$ cat src/hw/rtl/assert_macros.svh
// Assertion macros shared by the key color overlay RTL.
`ifndef ASSERT_MACROS_SVH
`define ASSERT_MACROS_SVH

// Same-cycle implication, checked outside reset.
`define KC_ASSERT_IMPLY(label, clk, rst, ante, cons) \
   label: assert property (@(posedge clk) disable iff (rst) (ante) |-> (cons)) \
      else $error("same-cycle implication check failed");

// Next-cycle implication, checked outside reset.
`define KC_ASSERT_NEXT(label, clk, rst, ante, cons) \
   label: assert property (@(posedge clk) disable iff (rst) (ante) |=> (cons)) \
      else $error("next-cycle implication check failed");

`endif

$ cat src/hw/rtl/kcogd_pkg.sv
// Types, constants, sRGB table and arithmetic helpers for the key color overlay block.
package kcogd_pkg;

   // Field widths
   localparam int CHAN_W   = 8;
   localparam int LIN_W    = 16;
   localparam int SUM_W    = 18;
   localparam int RGB_LANES = 3;
   localparam int TABLE_DEPTH = 1 << CHAN_W;

   // Configuration port
   localparam int CSR_INDEX_W = 2;
   localparam int CSR_DATA_W  = 2;
   localparam logic [CSR_INDEX_W-1:0] CSR_DIM_LEVEL      = 2'd0;
   localparam logic [CSR_INDEX_W-1:0] CSR_MONO_MODE      = 2'd1;
   localparam logic [CSR_INDEX_W-1:0] CSR_OVERLAY_ENABLE = 2'd2;

   // Dim level codes
   localparam logic [1:0] DIM_FULL = 2'd0;
   localparam logic [1:0] DIM_OFF  = 2'd3;

   // Divide by 255: x * RECIP >> SHIFT is exact for x below 66052
   localparam int DIV255_SHIFT  = 24;
   localparam int DIV255_PROD_W = 33;
   localparam logic [16:0] DIV255_RECIP = 17'd65794;
   localparam logic [LIN_W-1:0] BLEND_ROUND = 16'd127;

   // Divide by 3: x * RECIP >> SHIFT is exact for any SUM_W-bit x
   localparam int DIV3_SHIFT  = 19;
   localparam int DIV3_PROD_W = SUM_W + DIV3_SHIFT;
   localparam logic [DIV3_SHIFT-1:0] DIV3_RECIP = 19'd174763;

   // Table generation constants
   localparam logic [63:0] SrgbDen   = 64'd269025;
   localparam logic [63:0] SrgbDenSq = 64'd72374450625;
   localparam logic [63:0] LowDen    = 64'd658920;

   typedef logic [CHAN_W-1:0] chan_type;
   typedef logic [LIN_W-1:0]  lin_type;

   typedef struct packed {
      logic [1:0] dim_level;
      logic       mono_mode;
      logic       overlay_enable;
   } cfg_type;

   // sRGB code to Q0.16 linear light; evaluated at elaboration
   function automatic logic [TABLE_DEPTH-1:0][LIN_W-1:0] build_lin_table();
      logic [TABLE_DEPTH-1:0][LIN_W-1:0] tab;
      logic [63:0]  n;
      logic [63:0]  nsq;
      logic [63:0]  lo;
      logic [63:0]  hi;
      logic [63:0]  mid;
      logic [63:0]  q;
      logic [63:0]  ent;
      logic [127:0] lhs;
      logic [127:0] rhs;
      for (int c = 0; c < TABLE_DEPTH; c++) begin
         if (c <= 10) begin
            // linear segment, rounded
            ent = (64'(c) * 64'd13107000 + 64'd329460) / LowDen;
         end else begin
            n   = 64'(c) * 64'd1000 + 64'd14025;
            nsq = n * n;
            lo  = 64'd0;
            hi  = 64'd65536;
            // largest R with R^5 * D^2 <= n^2 * 2^80
            for (int it = 0; it < 17; it++) begin
               if (lo < hi) begin
                  mid = (lo + hi + 64'd1) >> 1;
                  lhs = 128'(mid) * 128'(mid) * 128'(mid) * 128'(mid) * 128'(mid)
                        * 128'(SrgbDenSq);
                  rhs = 128'(nsq) << 80;
                  if (lhs <= rhs) begin
                     lo = mid;
                  end else begin
                     hi = mid - 64'd1;
                  end
               end
            end
            q   = (nsq << 26) / SrgbDenSq;
            ent = (q * lo * 64'd65535 + (64'd1 << 41)) >> 42;
         end
         tab[c] = ent[LIN_W-1:0];
      end
      return tab;
   endfunction

   localparam logic [TABLE_DEPTH-1:0][LIN_W-1:0] LIN_TABLE = build_lin_table();

   // One bit of the inverse search: keep the bit if its entry is not above lin
   function automatic chan_type search_step(input lin_type lin, input chan_type lo,
                                            input int bitpos);
      chan_type cand;
      chan_type res;
      cand = lo | (chan_type'(1) << bitpos);
      res  = lo;
      if (LIN_TABLE[cand] <= lin) begin
         res = cand;
      end
      return res;
   endfunction

   // Nearest code: step up when the next entry is strictly closer
   function automatic chan_type round_code(input lin_type lin, input chan_type lo);
      lin_type  t0;
      lin_type  t1;
      chan_type res;
      t0  = LIN_TABLE[lo];
      t1  = LIN_TABLE[chan_type'(lo + chan_type'(1))];
      res = lo;
      if (lo != '1 && (lin - t0) > (t1 - lin)) begin
         res = chan_type'(lo + chan_type'(1));
      end
      return res;
   endfunction

   // Exact floor(x / 3) by reciprocal multiply
   function automatic lin_type div3(input logic [SUM_W-1:0] x);
      logic [DIV3_PROD_W-1:0] prod;
      prod = DIV3_PROD_W'(x) * DIV3_PROD_W'(DIV3_RECIP);
      return prod[DIV3_SHIFT +: LIN_W];
   endfunction

endpackage

$ cat src/hw/rtl/kcogd_blend.sv
// Overlay blend in the sRGB domain: products, divide by 255, select.
`include "assert_macros.svh"

module kcogd_blend (
   input  logic                                          clock,
   input  logic                                          reset,
   input  kcogd_pkg::cfg_type                            cfg,
   input  logic                                          in_valid,
   output logic                                          in_ready,
   input  kcogd_pkg::chan_type [kcogd_pkg::RGB_LANES-1:0] in_base,
   input  kcogd_pkg::chan_type [kcogd_pkg::RGB_LANES-1:0] in_over,
   input  kcogd_pkg::chan_type                           in_alpha,
   output logic                                          out_valid,
   input  logic                                          out_ready,
   output kcogd_pkg::chan_type [kcogd_pkg::RGB_LANES-1:0] out_chan
);

   localparam int Stages = 3;
   localparam int Lanes  = kcogd_pkg::RGB_LANES;
   localparam int PW     = kcogd_pkg::DIV255_PROD_W;

   logic [Stages-1:0] valid_ff;
   logic [Stages-1:0] valid_in;
   logic [Stages-1:0] stage_ready;

   // stage 1: products
   kcogd_pkg::lin_type  [Lanes-1:0] po_ff,    po_in;
   kcogd_pkg::lin_type  [Lanes-1:0] pb_ff,    pb_in;
   kcogd_pkg::chan_type [Lanes-1:0] base1_ff;
   kcogd_pkg::chan_type             alpha1_ff;
   // stage 2: reciprocal product
   logic [Lanes-1:0][PW-1:0]        prod_ff,  prod_in;
   kcogd_pkg::chan_type [Lanes-1:0] base2_ff;
   kcogd_pkg::chan_type             alpha2_ff;
   // stage 3: selected channel
   kcogd_pkg::chan_type [Lanes-1:0] chan3_ff, chan3_in;

   kcogd_pkg::lin_type  [Lanes-1:0] round_sum;
   logic                            use_blend;

   always_comb begin
      stage_ready[Stages-1] = !valid_ff[Stages-1] || out_ready;
      for (int s = Stages - 2; s >= 0; s--) begin
         stage_ready[s] = !valid_ff[s] || stage_ready[s+1];
      end
   end

   assign valid_in = {valid_ff[Stages-2:0], in_valid};
   assign in_ready = stage_ready[0];

   // over*a and base*(255-a)
   always_comb begin
      for (int i = 0; i < Lanes; i++) begin
         po_in[i] = kcogd_pkg::LIN_W'(in_over[i]) * kcogd_pkg::LIN_W'(in_alpha);
         pb_in[i] = kcogd_pkg::LIN_W'(in_base[i])
                  * kcogd_pkg::LIN_W'(kcogd_pkg::chan_type'(~in_alpha));
      end
   end

   // round half up, then divide by 255 via reciprocal
   always_comb begin
      for (int i = 0; i < Lanes; i++) begin
         round_sum[i] = po_ff[i] + pb_ff[i] + kcogd_pkg::BLEND_ROUND;
         prod_in[i]   = PW'(round_sum[i]) * PW'(kcogd_pkg::DIV255_RECIP);
      end
   end

   // blend only when overlay or mono mode is enabled and the overlay is not transparent
   assign use_blend = (cfg.mono_mode || cfg.overlay_enable) && (alpha2_ff != '0);

   always_comb begin
      for (int i = 0; i < Lanes; i++) begin
         chan3_in[i] = use_blend ? prod_ff[i][kcogd_pkg::DIV255_SHIFT +: kcogd_pkg::CHAN_W]
                                 : base2_ff[i];
      end
   end

   always_ff @(posedge clock) begin
      if (reset) begin
         valid_ff <= '0;
      end else begin
         for (int s = 0; s < Stages; s++) begin
            if (stage_ready[s]) begin
               valid_ff[s] <= valid_in[s];
            end
         end
      end
   end

   always_ff @(posedge clock) begin
      if (stage_ready[0]) begin
         po_ff     <= po_in;
         pb_ff     <= pb_in;
         base1_ff  <= in_base;
         alpha1_ff <= in_alpha;
      end
      if (stage_ready[1]) begin
         prod_ff   <= prod_in;
         base2_ff  <= base1_ff;
         alpha2_ff <= alpha1_ff;
      end
      if (stage_ready[2]) begin
         chan3_ff  <= chan3_in;
      end
   end

   assign out_valid = valid_ff[Stages-1];
   assign out_chan  = chan3_ff;

   // a transparent overlay gives back the key color through the divider
   `KC_ASSERT_IMPLY(a_zero_alpha, clock, reset, valid_ff[1] && alpha2_ff == '0,
                    prod_ff[0][kcogd_pkg::DIV255_SHIFT +: kcogd_pkg::CHAN_W] == base2_ff[0])
   // a stalled result holds
   `KC_ASSERT_NEXT(a_blend_hold, clock, reset, valid_ff[Stages-1] && !out_ready,
                   valid_ff[Stages-1] && $stable(chan3_ff))

endmodule

$ cat config.mk
export PLATFORM = sky130hd
export DESIGN_NAME = kcogd_blend
export DESIGN_NICKNAME = d
export VERILOG_FILES = /design/src/hw/rtl/kcogd_pkg.sv /design/src/hw/rtl/kcogd_blend.sv
export VERILOG_INCLUDE_DIRS = /design/src /design/src/hw/rtl
export SDC_FILE = /design/constraint.sdc
export NUM_CORES = 1
export LEC_CHECK = 0
export BUFFER_PORTS_ARGS = -buffer_cell sky130_fd_sc_hd__buf_2
export CORE_MARGIN = 4
export CORE_UTILIZATION = 42
export CTS_CLUSTER_SIZE = 28
export DETAILED_ROUTE_END_ITERATION = 16
export PLACE_DENSITY = 0.67
export SETUP_SLACK_MARGIN = 0.5
export SYNTH_ARGS = -nofsm -noshare
export SYNTH_HDL_FRONTEND = slang
export SYNTH_SLANG_ARGS = --single-unit
$ cat constraint.sdc
create_clock -name clock -period 5.24 [get_ports clock]
set_input_delay 1.048 -clock clock [delete_from_list [all_inputs] [get_ports clock]]
set_output_delay 1.048 -clock clock [all_outputs]
set_load 0.02 [all_outputs]
==> summary.md, run 1 <==
| Metric | Value |
|---|---|
| Result of the run | complete, but fails checks |
| Violated checks | negative setup slack |
| Class of the most critical setup path | flop to flop |
| Delay of the slowest cell on the worst path | 0.39 ns |
| # clock sinks | 211 |
| Yosys warning count | 0 |
| Slowest cell on the critical path | sky130_fd_sc_hd__fa_2 |
| Most frequent cells in the layout | sky130_fd_sc_hd__inv_1, sky130_fd_sc_hd__ha_1, sky130_fd_sc_hd__fa_1, sky130_fd_sc_hd__buf_4, sky130_fd_sc_hd__edfxtp_1 |
| Max clock buf depth | 3 |
| Share of synthesized cell area in full adder, half adder and majority cells | 0.4007 |
| Placement Rows | 90 |
| Final wirelength | 59,800 microns |
| Share of the synthesized area in compound gates (AO/OA/AOI/OAI) | 0.06652 |
| DIE HEIGHT | 254.8 microns |
| #FFs+latches synth | 211 |
| Proportion of synthesized area in mux cells | 0.01056 |
| Fraction of post-synthesis cell area in the top cell type by area | 0.2442 |
| Number of nets in the layout | 3,594 |
| Maximum number of pins on one net before global-route repair | 73 |
| Transition time at the pin with the least slew margin | 0.9697 ns |
| Overall routing resource usage | 0.1819 |
| Starting utilization of the core area | 0.4238 |
| Number of hold violations in the final report | 0 |
| Worst Reg2Reg Path Length in Cells | 25 |
| Kind of end point of the critical path | flop |
| Register area share after synthesis | 0.2465 |
| Final estimated routing congestion in global placement | 0.8772 |
| Gate count of the mapped netlist | 2,535 |
| Library cell with the largest summed area after synthesis | sky130_fd_sc_hd__edfxtp_1 |
| Fmax | 180.8 MHz |
| Netlist area before placement | 0.02558 sq mm |
| Post-Place Worst Slack | -0.5059 ns |
| DRC violation count after routing | 0 |
| Average via count per standard cell | 5.097 |
| Final setup slack of the worst path | -0.2900 ns |
| Leftover overflow at the end of global routing | 0 |
| Post-route cell area | 0.03180 sq mm |
| Worst R2R Setup Slack | -0.29 ns |
| Most used cell along the critical path | sky130_fd_sc_hd__ha_4 |
| Final-report max-slew violation count | 0 |
| Synth async-reset ratio | 0 |
| Placed Instance Area | 0.02898 sq mm |
| First-pass GRT wire length | 96,990 microns |
| CTS Hold Bufs | 0 |
| EDFF count, synth | 208 |
| Setup clock skew after layout | 0.03520 ns |
| Top flip-flop cell by instance count after synthesis | sky130_fd_sc_hd__edfxtp_1 |
| Number of nets in the synthesized netlist | 3,286 |
| Critical-path maximum fanout | 4 |
| Wire length per cell | 16.41 microns |
| Post-layout util | 0.5269 |
| DP Wirelength | 46,760 microns |
| Clock tree root driver cell | sky130_fd_sc_hd__clkbuf_16 |
| Core footprint | 0.06036 sq mm |
| Setup Viol. Count Final | 6 |
| TritonCTS clock tree | yes |
| Unrepaired setup endpoints after global routing | true |
| Sort of element at the start of the critical path | flop |
| Area Growth Syn to Fin | 24.31% |
| First-pass iteration count of the detailed router | 4 |
| Syn avg cell area | 10.09 sq um |
| H-tree lvl count | 1 |
| Layout cells sized above 1 | 0.2352 |
| Number of port buffers | 87 |
| Fraction of the mapped netlist area in simple logic gates | 0.1507 |
| Number of DRC markers after the initial detailed-route iteration | 727 |
| Hold Crit Depth | 0 |
| Die footprint | 0.06492 sq mm |
| Tightest slew margin relative to the limit | 0.3535 |
| Vias post-DR | 18,570 |
| Number of buffers created by CTS | 25 |
| Latest clock arrival within the worst-skew pair | 0.56 ns |
| Synthesized-area fraction occupied by xor and xnor cells | 0.05297 |
| CTS clk-pin slew, worst paths | 0.06 ns |
| Hold crit path type | flop to flop |
| Post-DRT Antenna Nets | 0 |
| Clock period minus final worst setup slack | 5.530 ns |
| Count of unique library cells instantiated by Yosys | 76 |
| Number of antenna violations at the first check in global routing | 7 |
| Die Width | 254.8 microns |
| Worst Path Arrival | 5.81 ns |
| Biggest area contributors in the synthesized netlist | sky130_fd_sc_hd__edfxtp_1, sky130_fd_sc_hd__ha_1, sky130_fd_sc_hd__fa_1 |
| I/O pin total | 90 |
| Final period util | 1.055 |
| Main combinational cell family by area after synthesis | adder cells |
| CP required | 5.52 ns |
| Max-cap violations | 0 |
| Vias in the first global route | 19,710 |
| Most common library cell in the layout ignoring fill and taps | sky130_fd_sc_hd__inv_1 |
-- flip-flops by register name, indices dropped and copies added, names as in the netlist, 8 cells and up --
signal / count
pb_ff: 48
po_ff: 48
base1_ff: 24
base2_ff: 24
out_chan: 24
prod_ff: 24
alpha1_ff: 8
alpha2_ff: 8
-- worst max-delay path: cells and delay by family (launching register included) --
kind / cells / cell delay [ns]
adder cells (fa/ha/maj): 8 / 2.15
AO/OA/AOI/OAI: 8 / 1.55
AND/OR/NAND/NOR: 4 / 0.67
XOR/XNOR: 3 / 0.49
flip-flops: 1 / 0.32
buffers and inverters: 2 / 0.08
-- timing repair --
item | CTS | global route
hold endpoints to repair | 0 | 0
pin swaps | 80 | 91
buffers inserted | 29 | 29
gates cloned | 0 | 5
setup endpoints to repair | 44 | 46
resized for setup | 122 | 131
-- synth_stat cells (64+ instances only) --
library cell and n:
sky130_fd_sc_hd__ha_1 468, sky130_fd_sc_hd__inv_1 440, sky130_fd_sc_hd__fa_1 219, sky130_fd_sc_hd__edfxtp_1 208
sky130_fd_sc_hd__nand2_1 152, sky130_fd_sc_hd__nor2b_1 125, sky130_fd_sc_hd__and2_1 123, sky130_fd_sc_hd__xnor2_1 115
sky130_fd_sc_hd__nor2_1 107, sky130_fd_sc_hd__nand2b_1 105, sky130_fd_sc_hd__a21oi_1 64
-- layout make-up --
class	instances	area, sq um
antenna	1	2.502
clock buffer	27	633.1
clock inverter	18	275.3
fill	5247	28560
inverter	440	1652
multi-input combinational	1834	19310
sequential	211	6306
tap	782	978.4
timing repair buffer	331	2641
-- worst paths after layout --
kind | start | end
worst max register to register | po_ff[17] | prod_ff[64]
worst max-delay path | po_ff[17] | prod_ff[64]
worst min register to register | base1_ff[22] | base2_ff[22]
worst min-delay path | base1_ff[22] | base2_ff[22]
-- metal layers --
metal,vias up,global-route usage,wire length (microns),part of all wire
li1,8976,-,-,-
met1,9255,0.2403,27060,0.45
met2,245,0.3267,29530,0.49
met3,89,0.01846,1979,0.033
met4,8,0.03632,1168,0.020
met5,-,0,59,0.00099
-- metrics by stage --
| step | cells | hold WS, ns | TNS (ns) |
|---|---|---|---|
| 3_5_place_dp | 3535 | 0.4045 | -6.498 |
| 4_1_cts | 3609 | 0.4188 | -1.190 |
| 6_report | 3644 | 0.4153 | -1.143 |
| 5_1_grt | 3643 | 0.4187 | -3.466 |
| 3_3_place_gp | 3535 | 0.4017 | -4.177 |
| 2_1_floorplan | 2535 | 0.4003 | -0.8840 |
-- logic make-up (layout without fill, tap and decap cells) --
| kind of cell | after synthesis | in the layout |
|---|---|---|
| adders and majority gates | 688 | 688 |
| muxes | 24 | 24 |
| DFF | 211 | 211 |
| and+or+nand+nor | 724 | 724 |
| AOI/OAI and AO/OA | 245 | 245 |
| xor gates and xnor gates | 153 | 153 |
| buffers and inverters | 490 | 816 |
| other | 0 | 1 |
Power of run 1 is left out: the tool's default activity adds up to more than one toggle a clock period on the data nets, which glitch-free logic cannot reach.
==> run 2: changes to the inputs <==
- SKIP_CTS_REPAIR_TIMING: not set -> 1
==> summary.md, run 2 (synthesized netlist as in run 1, its figures left out) <==
| Metric | Value |
|---|---|
| Result of the run | complete, but fails checks |
| Violated checks | negative setup slack |
| CTS clk-pin slew, worst paths | 0.06 ns |
| Maximum number of pins on one net before global-route repair | 73 |
| Max clock buf depth | 3 |
| First-pass iteration count of the detailed router | 5 |
| Area Growth Syn to Fin | 23.56% |
| Post-Place Worst Slack | -0.5059 ns |
| Clock period minus final worst setup slack | 5.615 ns |
| Sort of element at the start of the critical path | flop |
| Critical-path maximum fanout | 4 |
| Placement Rows | 90 |
| Cell-by-cell trace of the critical path | ha_4, ha_4, and4_4, and2_4, a2111oi_4, buf_4, o41a_1, o21bai_1, xor2_1, ha_1, ha_1, ha_1, ha_1, ha_1, and2_4, nand4_1, or2_4, a21o_1, a22o_1, maj3_2, nand4b_1, xnor2_1 |
| Worst path top cell family by delay | adder cells |
| First-pass GRT wire length | 94,270 microns |
| Average via count per standard cell | 5.092 |
| Hold crit path type | flop to flop |
| Kind of end point of the critical path | flop |
| TritonCTS clock tree | yes |
| Slowest cell on the critical path | sky130_fd_sc_hd__edfxtp_1 |
| DP Wirelength | 46,760 microns |
| Final setup slack of the worst path | -0.3748 ns |
| Final wirelength | 59,990 microns |
| Largest registers in the final layout | pb_ff: 48 flops, po_ff: 48 flops |
| Final period util | 1.072 |
| DIE HEIGHT | 254.8 microns |
| Final estimated routing congestion in global placement | 0.8772 |
| Number of buffers created by CTS | 25 |
| Setup Viol. Count Final | 8 |
| Number of DRC markers after the initial detailed-route iteration | 720 |
| I/O pin total | 90 |
| Transition time at the pin with the least slew margin | 0.9637 ns |
| Max-cap violations | 0 |
| # fillers | 5,233 |
| Wire length per cell | 16.54 microns |
| H-tree lvl count | 1 |
| Fmax | 178.1 MHz |
| Core footprint | 0.06036 sq mm |
| Post-DRT Antenna Nets | 0 |
| Die footprint | 0.06492 sq mm |
| Worst Path Arrival | 5.90 ns |
| Vias in the first global route | 19,220 |
| Number of hold violations in the final report | 0 |
| Delay of the slowest cell on the worst path | 0.43 ns |
| Class of the most critical setup path | flop to flop |
| Worst Reg2Reg Path Length in Cells | 22 |
| Worst-case hold slack | 0.4138 ns |
| Vias post-DR | 18,470 |
| Leftover overflow at the end of global routing | 0 |
| Post-route cell area | 0.03161 sq mm |
| Final-report max-slew violation count | 0 |
| Die Width | 254.8 microns |
| CP required | 5.52 ns |
| Placed Instance Area | 0.02898 sq mm |
| Overall routing resource usage | 0.1768 |
| Depth of the critical timing path with buffers and inverters included | 22 |
| Most used cell along the critical path | sky130_fd_sc_hd__ha_1 |
| Most common library cell in the layout ignoring fill and taps | sky130_fd_sc_hd__inv_1 |
| Starting utilization of the core area | 0.4238 |
| Number of nets in the layout | 3,577 |
| Number of antenna violations at the first check in global routing | 8 |
| Number of port buffers | 87 |
| Latest clock arrival within the worst-skew pair | 0.56 ns |
| Worst R2R Setup Slack | -0.37 ns |
| Hold Crit Depth | 0 |
| Layout cells sized above 1 | 0.2282 |
| Clock tree root driver cell | sky130_fd_sc_hd__clkbuf_16 |
| # clock sinks | 211 |
| Most frequent cells in the layout | sky130_fd_sc_hd__inv_1, sky130_fd_sc_hd__ha_1, sky130_fd_sc_hd__fa_1 |
| Combined buffer and inverter count along the critical path | 1 |
| DRC violation count after routing | 0 |
| Tightest slew margin relative to the limit | 0.3575 |
| Unrepaired setup endpoints after global routing | true |
| Setup clock skew after layout | 0.02925 ns |
[run 2: changes by cell type in the layout (fill, tap and decap cells not counted), sizes merged]
cell / before / now
buf: 323 / 306
diode: 1 / 2
[run 2: path summary, 6_finish.rpt]
path / start / to
worst min-delay path: base1_ff[22] / base2_ff[22]
worst max-delay path: po_ff[23] / prod_ff[64]
worst max register to register: po_ff[23] / prod_ff[64]
worst min register to register: base1_ff[22] / base2_ff[22]
[run 2: layout make-up]
| class | count | area, sq um | share of cell area |
|---|---|---|---|
| clock buffer | 27 | 633.1 | 0.02003 |
| multi-input combinational | 1834 | 19270 | 0.6098 |
| antenna | 2 | 5.005 | 0.0001583 |
| timing repair buffer | 314 | 2485 | 0.07862 |
| tap | 782 | 978.4 | 0.03096 |
| sequential | 211 | 6306 | 0.1995 |
| clock inverter | 18 | 275.3 | 0.008709 |
| inverter | 440 | 1652 | 0.05225 |
[run 2: metrics by stage]
| step | util | TNS, ns | std cells |
|---|---|---|---|
| after floorplan | - | -0.8840 | 2535 |
| after global placement | 0.4801 | -4.177 | 3535 |
| after detailed placement | 0.4801 | -6.498 | 3535 |
| after CTS | 0.4952 | -2.943 | 3580 |
| after global routing | 0.5236 | -4.692 | 3626 |
| final | 0.5237 | -1.893 | 3628 |
[run 2: layer usage]
layer,global-route usage,vias up,part of all wire
met5,0,-,0.0012
met3,0.01836,92,0.036
li1,-,8942,-
met2,0.3161,266,0.50
met4,0.03305,10,0.019
met1,0.2356,9163,0.45
Power of run 2 is left out for the same reason.
